## src/rtl/core/shrb_pkg.sv

```systemverilog
// ----------------------------------------------------------------------------
// shrb_pkg
// Shared types and constants of the sample history ring buffer: channel
// payloads, store entry layout, command codes and controller/datapath links.
// ----------------------------------------------------------------------------
package shrb_pkg;

	localparam int unsigned WORD_W   = 32;
	localparam int unsigned COUNT_W  = 7;
	localparam int unsigned WIN_W    = 16;
	localparam int unsigned WIN_MS_W = 26;
	localparam int unsigned MS_W     = 10;

	// milliseconds per second for the range read window
	localparam logic [MS_W-1:0] MS_PER_SECOND = 10'd1000;

	// capacity after reset, before clamping to the store depth
	localparam int unsigned CAP_RESET = 64;

	typedef enum logic [1:0] {
		CMD_ADD         = 2'd0,
		CMD_READ_OFFSET = 2'd1,
		CMD_READ_RANGE  = 2'd2,
		CMD_CLEAR       = 2'd3
	} cmd_t;

	typedef enum logic [1:0] {
		ST_IDLE,
		ST_CUTOFF,
		ST_SCAN,
		ST_FINISH
	} state_t;

	typedef struct packed {
		cmd_t                command;
		logic                sample_valid;
		logic [WORD_W-1:0]   sample_time;
		logic [WORD_W-1:0]   value_a;
		logic [WORD_W-1:0]   value_b;
		logic [WORD_W-1:0]   value_c;
		logic [WORD_W-1:0]   value_d;
		logic [COUNT_W-1:0]  max_count;
		logic [COUNT_W-1:0]  start_offset;
		logic [WIN_W-1:0]    window_seconds;
		logic [COUNT_W-1:0]  keep_every;
	} req_t;

	typedef struct packed {
		logic                has_entry;
		logic [WORD_W-1:0]   entry_time;
		logic [WORD_W-1:0]   entry_a;
		logic [WORD_W-1:0]   entry_b;
		logic [WORD_W-1:0]   entry_c;
		logic [WORD_W-1:0]   entry_d;
		logic [COUNT_W-1:0]  stored_count;
		logic                last;
	} rsp_t;

	typedef struct packed {
		logic [WORD_W-1:0] stamp;
		logic [WORD_W-1:0] val_a;
		logic [WORD_W-1:0] val_b;
		logic [WORD_W-1:0] val_c;
		logic [WORD_W-1:0] val_d;
	} entry_t;

	// controller to datapath
	typedef struct packed {
		logic accept;
		logic load_cutoff;
		logic scan;
		logic finish;
	} ctrl_cmd_t;

	// datapath to controller
	typedef struct packed {
		logic scan_done;
		logic out_free;
	} ctrl_sts_t;

endpackage

```

## src/rtl/core/shrb_ctrl.sv

```systemverilog
// ----------------------------------------------------------------------------
// shrb_ctrl
// Command sequencer: takes one request beat, steers the datapath through
// cutoff lookup (range reads), store scan (reads) and the closing result.
// ----------------------------------------------------------------------------
module shrb_ctrl (
	input  logic                clk,
	input  logic                arst_n,
	input  logic                in_valid,
	input  shrb_pkg::cmd_t      in_command,
	output logic                in_ready,
	input  shrb_pkg::ctrl_sts_t sts,
	output shrb_pkg::ctrl_cmd_t cmd
);

	shrb_pkg::state_t state_q;
	shrb_pkg::state_t state_d;

	// state register
	always_ff @(posedge clk or negedge arst_n) begin
		if (!arst_n) begin
			state_q <= shrb_pkg::ST_IDLE;
		end else begin
			state_q <= state_d;
		end
	end

	// next state and datapath commands
	always_comb begin
		state_d  = state_q;
		cmd      = '0;
		in_ready = 1'b0;
		unique case (state_q)
			shrb_pkg::ST_IDLE: begin
				in_ready = 1'b1;
				if (in_valid) begin
					cmd.accept = 1'b1;
					unique case (in_command)
						shrb_pkg::CMD_READ_OFFSET: state_d = shrb_pkg::ST_SCAN;
						shrb_pkg::CMD_READ_RANGE:  state_d = shrb_pkg::ST_CUTOFF;
						default:                   state_d = shrb_pkg::ST_FINISH;
					endcase
				end
			end
			shrb_pkg::ST_CUTOFF: begin
				cmd.load_cutoff = 1'b1;
				state_d         = shrb_pkg::ST_SCAN;
			end
			shrb_pkg::ST_SCAN: begin
				cmd.scan = 1'b1;
				if (sts.scan_done) begin
					state_d = shrb_pkg::ST_FINISH;
				end
			end
			shrb_pkg::ST_FINISH: begin
				cmd.finish = 1'b1;
				if (sts.out_free) begin
					state_d = shrb_pkg::ST_IDLE;
				end
			end
			default: state_d = shrb_pkg::ST_IDLE;
		endcase
	end

endmodule

```

## config.mk

```make
export PLATFORM = sky130hd
export DESIGN_NAME = shrb_ctrl
export DESIGN_NICKNAME = d
export VERILOG_FILES = /design/src/rtl/core/shrb_pkg.sv /design/src/rtl/core/shrb_ctrl.sv
export SDC_FILE = /design/constraint.sdc
export NUM_CORES = 1
export LEC_CHECK = 0
export ABC_AREA = 1
export BUFFER_PORTS_ARGS = -buffer_cell sky130_fd_sc_hd__buf_4
export CORE_AREA = 2 2 39 41
export CTS_CLUSTER_DIAMETER = 120
export CTS_CLUSTER_SIZE = 28
export DETAILED_ROUTE_END_ITERATION = 6
export DIE_AREA = 0 0 41 43
export PLACE_DENSITY = 0.39
export SYNTH_ARGS = -nofsm -noshare
export SYNTH_HDL_FRONTEND = slang
export SYNTH_SLANG_ARGS = --single-unit
export TNS_END_PERCENT = 100
```

## constraint.sdc

```tcl
create_clock -name clk -period 1.2 [get_ports clk]
set_input_delay 0.18 -clock clk [delete_from_list [all_inputs] [get_ports clk]]
set_output_delay 0.18 -clock clk [all_outputs]
set_load 0.01 [all_outputs]
```

== Yosys cells after proc, flatten, opt, wreduce, memory -nomap -nowiden ==
Cells that the tools add are included.
Cells by class
  reduce and logical (&&, ||, !) cells: 2
  muxes and demuxes: 11
  equal/unequal tests: 8
Operators with widths (count)
  case mux 2 bit (4 select lines): 1
  equality test 2 bit, second input constant: 3
  two-way mux 1 bit: 6
  two-way mux 2 bit: 3
  inequality test 2 bit, second input constant: 3
  equality test 2 x 1 -> 1 bit, second input constant: 2
  case mux 2 bit (2 select lines): 1
  AND reduction 3 bit: 1
  zero test 2 bit: 1
Storage, ports and cells
  bits of input ports: 7
  output and inout bits: 5
  logic and storage cells: 22
  bits in registers: 2

== Logic depth before layout (Yosys ltp) ==
  depth after elaboration: 4
  gate-level depth with buffers: 7

== Least setup slack after synthesis ==
No wires, ideal clock.
  kind: flip-flop to flip-flop
  start point: register state_q[0]
  end point: register state_q[0]
  buffers on the path: 0
  period minus slack after synthesis: 1.138 ns
  data required time: 1.084 ns
  arrival time: 1.021 ns
  setup time: 0.116 ns
  cell stages (with the launch flop): 8
  setup slack: 0.062 ns
  path through: dfrtp_1 -> inv_1 -> ha_1 -> inv_1 -> nand2_1 -> nand2_1 -> nand2_1 -> nand2_1
Between the ends
  longest elaborated chain between the ends: 3
  elaborated cells between the ends (all ways): 9
  those cells by class: eq/ne (6); mux (1); reduce/logical (2)
RTL lines
  from (decl): line shrb_ctrl.sv:16  | shrb_pkg::state_t state_q;
  from (signal assigned): line shrb_ctrl.sv:22  | state_q <= shrb_pkg::ST_IDLE;
  from (signal assigned): line shrb_ctrl.sv:24  | state_q <= state_d;
  equality test 2 bit / zero test 2 bit (equally long branches): line shrb_ctrl.sv:33  | unique case (state_q)
  inequality test 2 bit (no source line)
  AND reduction 3 bit (no source line)
Parallel ways exist; a longest one is shown, timed or not.
A chain may end at the register's enable or synchronous reset.

==> out/metrics.yaml <==
top_regs: "state_q: 2 flops"
cp-start-kind: "register"
cp.depth: 3
design.die.area_mm2: 0.00176
ios: 12
antenna_found_initial: 0
ys_types: 7
grt_max_degree: 5
synthCells: 37
core_area_mm2: 0.00138
worst_pin_slew_ns: 0.158
yosysSeqAreaShare_pct: 22.5
fmax_mhz: 797
synthTopCellsByCount: "18 x nand2_1, 10 x inv_1, 4 x ha_1"
grt_pass1_wl_um: 779
ys_warn_count: 0
worstHoldPathType: "input pin to asynchronous set/reset pin"
first_iter_violations: 4
drive_gt1_share_pct: 41.5
path_cells: "inv_2 -> ha_1 -> buf_4"
timing.setup.tns_ns: -0.0919
portBuffers: 11
min_period_ns: 1.25
antenna_left: 0
area_growth_pct: 72.5
finalWorstSetupSlack_ns: -0.0546
numCtsBuffers: 3
cts.path.max_buffers: 2
synth_area_per_cell_um2: 6.02
synth_nets: 48
power_density_mw_per_mm2: 2370
grt-ovfl-total: 0
die_h_um: 43
vias_per_cell: 3.41
critPathSlowestCell: "dfrtp_1"
violations: "setup timing"
reg2reg_to: "state_q[0]$_DFFE_PN0P_"
via_count: 235
grt_pass1_vias: 229
switching_share_pct: 42.7
critPathTopFamily: "flip-flops"
status: "finished, violations left"
r2r_start: "state_q[0]$_DFFE_PN0P_"
slew_violations: 0
cp_num_buf_inv: 2
path_clk_slew_ns: 0.03
startpoint: "state_q[0]$_DFFE_PN0P_"
pwr-share-comb_pct: 68.0
relSlewSlack_pct: 89.5
r2r_cells: 7
vdd_drop_max_uv: 695
crit_fanout: 4
drcViolationCount: 0
gr-usage-all-layers_pct: 7.14
p_leak_uw: 0.000245
wirelength_um: 452
end_kind: "output port"
cts.sinks: 2
dp_worst_setup_slack_ns: -0.000894
finalSetupViolCount: 2
syn-cell-area_um2: 223
cp-endpoint: "cmd[1]"
ff2ff_setup_slack_ns: 0.01
start_util_pct: 16.1
globalplace.congestion: 0.621
tritoncts: "yes"
h-tree-depth: 1
rows: 14
dp_hpwl_um: 383
maxCapViolCount: 0
skew_ns: 0.00398
yosysMostFrequentCell: "nand2_1"
yosys_register_bits: 2
regMostFlops: "state_q"
slowest_delay_ns: 0.40
wl_per_cell_um: 6.55
finalHoldViolations: 0
synth_top_cell_by_area: "nand2_1"
yosys_most_used_dff: "dfrtp_1"
crit_arrival_ns: 1.07
fin_crit_sh_pct: 105
root_buffer: "clkbuf_4"
worstSetupPathType: "register to output port"
largest_reg_flops: 2
drt_pass1_iterations: 2
nets: 66
synth_top_area_share_pct: 30.3
n_antenna_cell: 0
die_w_um: 41
switching_power_uw: 389
synth_edf_count: 0
share_seq_of_total_power_pct: 16.1
clk-insertion-delay-late_ns: 0.22
async_flop_share_pct: 100
rsz0062_at_grt: "yes"
critPathRequiredTime_ns: 1.02
pwr-share-clk_pct: 16.0
p_int_uw: 522
synth_area_leaders: "nand2_1 30%, dfrtp_1 22%, ha_1 22%, inv_1 17%, nand2_2 2.8%"
[metrics by stage]
stage	std cells	instance area (um2)	power (uW)	hold slack (ns)	utilization (%)
6_report	69	384	911	0.271	27.8
5_1_grt	69	384	1020	0.274	27.8
4_1_cts	69	378	919	0.258	27.3
3_5_place_dp	64	325	680	-0.0371	23.5
3_3_place_gp	64	325	680	-0.0363	23.5
2_1_floorplan	37	223	484	-0.116	-
[worst register-to-register path: stages, from the launching register on]
cell and delay, ns:
dfrtp_1 0.40, inv_2 0.08, ha_4 0.17, buf_4 0.14, nand2_2 0.06, nand3_1 0.10
nand2_1 0.07, nand2_1 0.06
[per-layer routing]
| metal | track usage (%) | up-vias | part of all wire (%) |
|---|---|---|---|
| met2 | 9.38 | 8 | 43 |
| met4 | 6.00 | 0 | 0 |
| met5 | 0 | - | 0 |
| met1 | 7.42 | 92 | 49 |
| li1 | - | 135 | - |
| met3 | 4.71 | 0 | 8.4 |
[area by class of cell]
class	count	area [um2]
flip-flops and latches	2	50.0
clock buffers	3	22.5
well taps	16	20.0
multi-input cells	25	150
inverters	10	37.5
repair buffers	13	104
fillers	153	1000
[worst min-delay path by stage]
stage | to | cells past startpoint | startpoint | slack, ns
finish | state_q[1]$_DFFE_PN0P_ | 2 | arst_n | 0.27
global route | state_q[1]$_DFFE_PN0P_ | 2 | arst_n | 0.27
CTS | state_q[1]$_DFFE_PN0P_ | 2 | arst_n | 0.26
detailed placement | state_q[1]$_DFFE_PN0P_ | 1 | arst_n | -0.04
global placement | state_q[1]$_DFFE_PN0P_ | 1 | arst_n | -0.04
floorplan | state_q[0]$_DFFE_PN0P_ | 0 | arst_n | -0.12
[power by group through the flow]
| stage | Clock [uW] | Combinational, uW | Sequential (uW) |
|---|---|---|---|
| global placement | 0 | 537 | 142 |
| floorplan | 0 | 351 | 133 |
| finish | 146 | 619 | 146 |
| CTS | 156 | 616 | 148 |
| global route | 160 | 704 | 156 |
| detailed placement | 0 | 538 | 143 |
[cell usage in the layout (no fill, tap or decap), drive strengths merged]
cell type	n
buf	12
inv	10
dlygate4sd3	1
nand2	19
nor2	1
ha	4
clkbuf	3
dfrtp	2
nand3	1
[timing repair]
action                                  in CTS  in global routing
pin swaps                                    1                  2
gates resized for setup                      4                  3
hold endpoints to repair                     2                  0
hold buffers                                 1                  0
endpoints found under the setup margin       5                  7
gates cloned                                 0                  0
setup buffers                                1                  0
[cells by family (layout without fill, tap and decap cells)]
kind of cell	after synthesis	count (layout)	share of synthesized area (%)
adders and majority gates	4	4	22.5
and+or+nand+nor	21	21	38.2
buffers and inverters	10	26	16.9
DFF	2	2	22.5
Note: power is estimated with default switching activity, not from simulation.
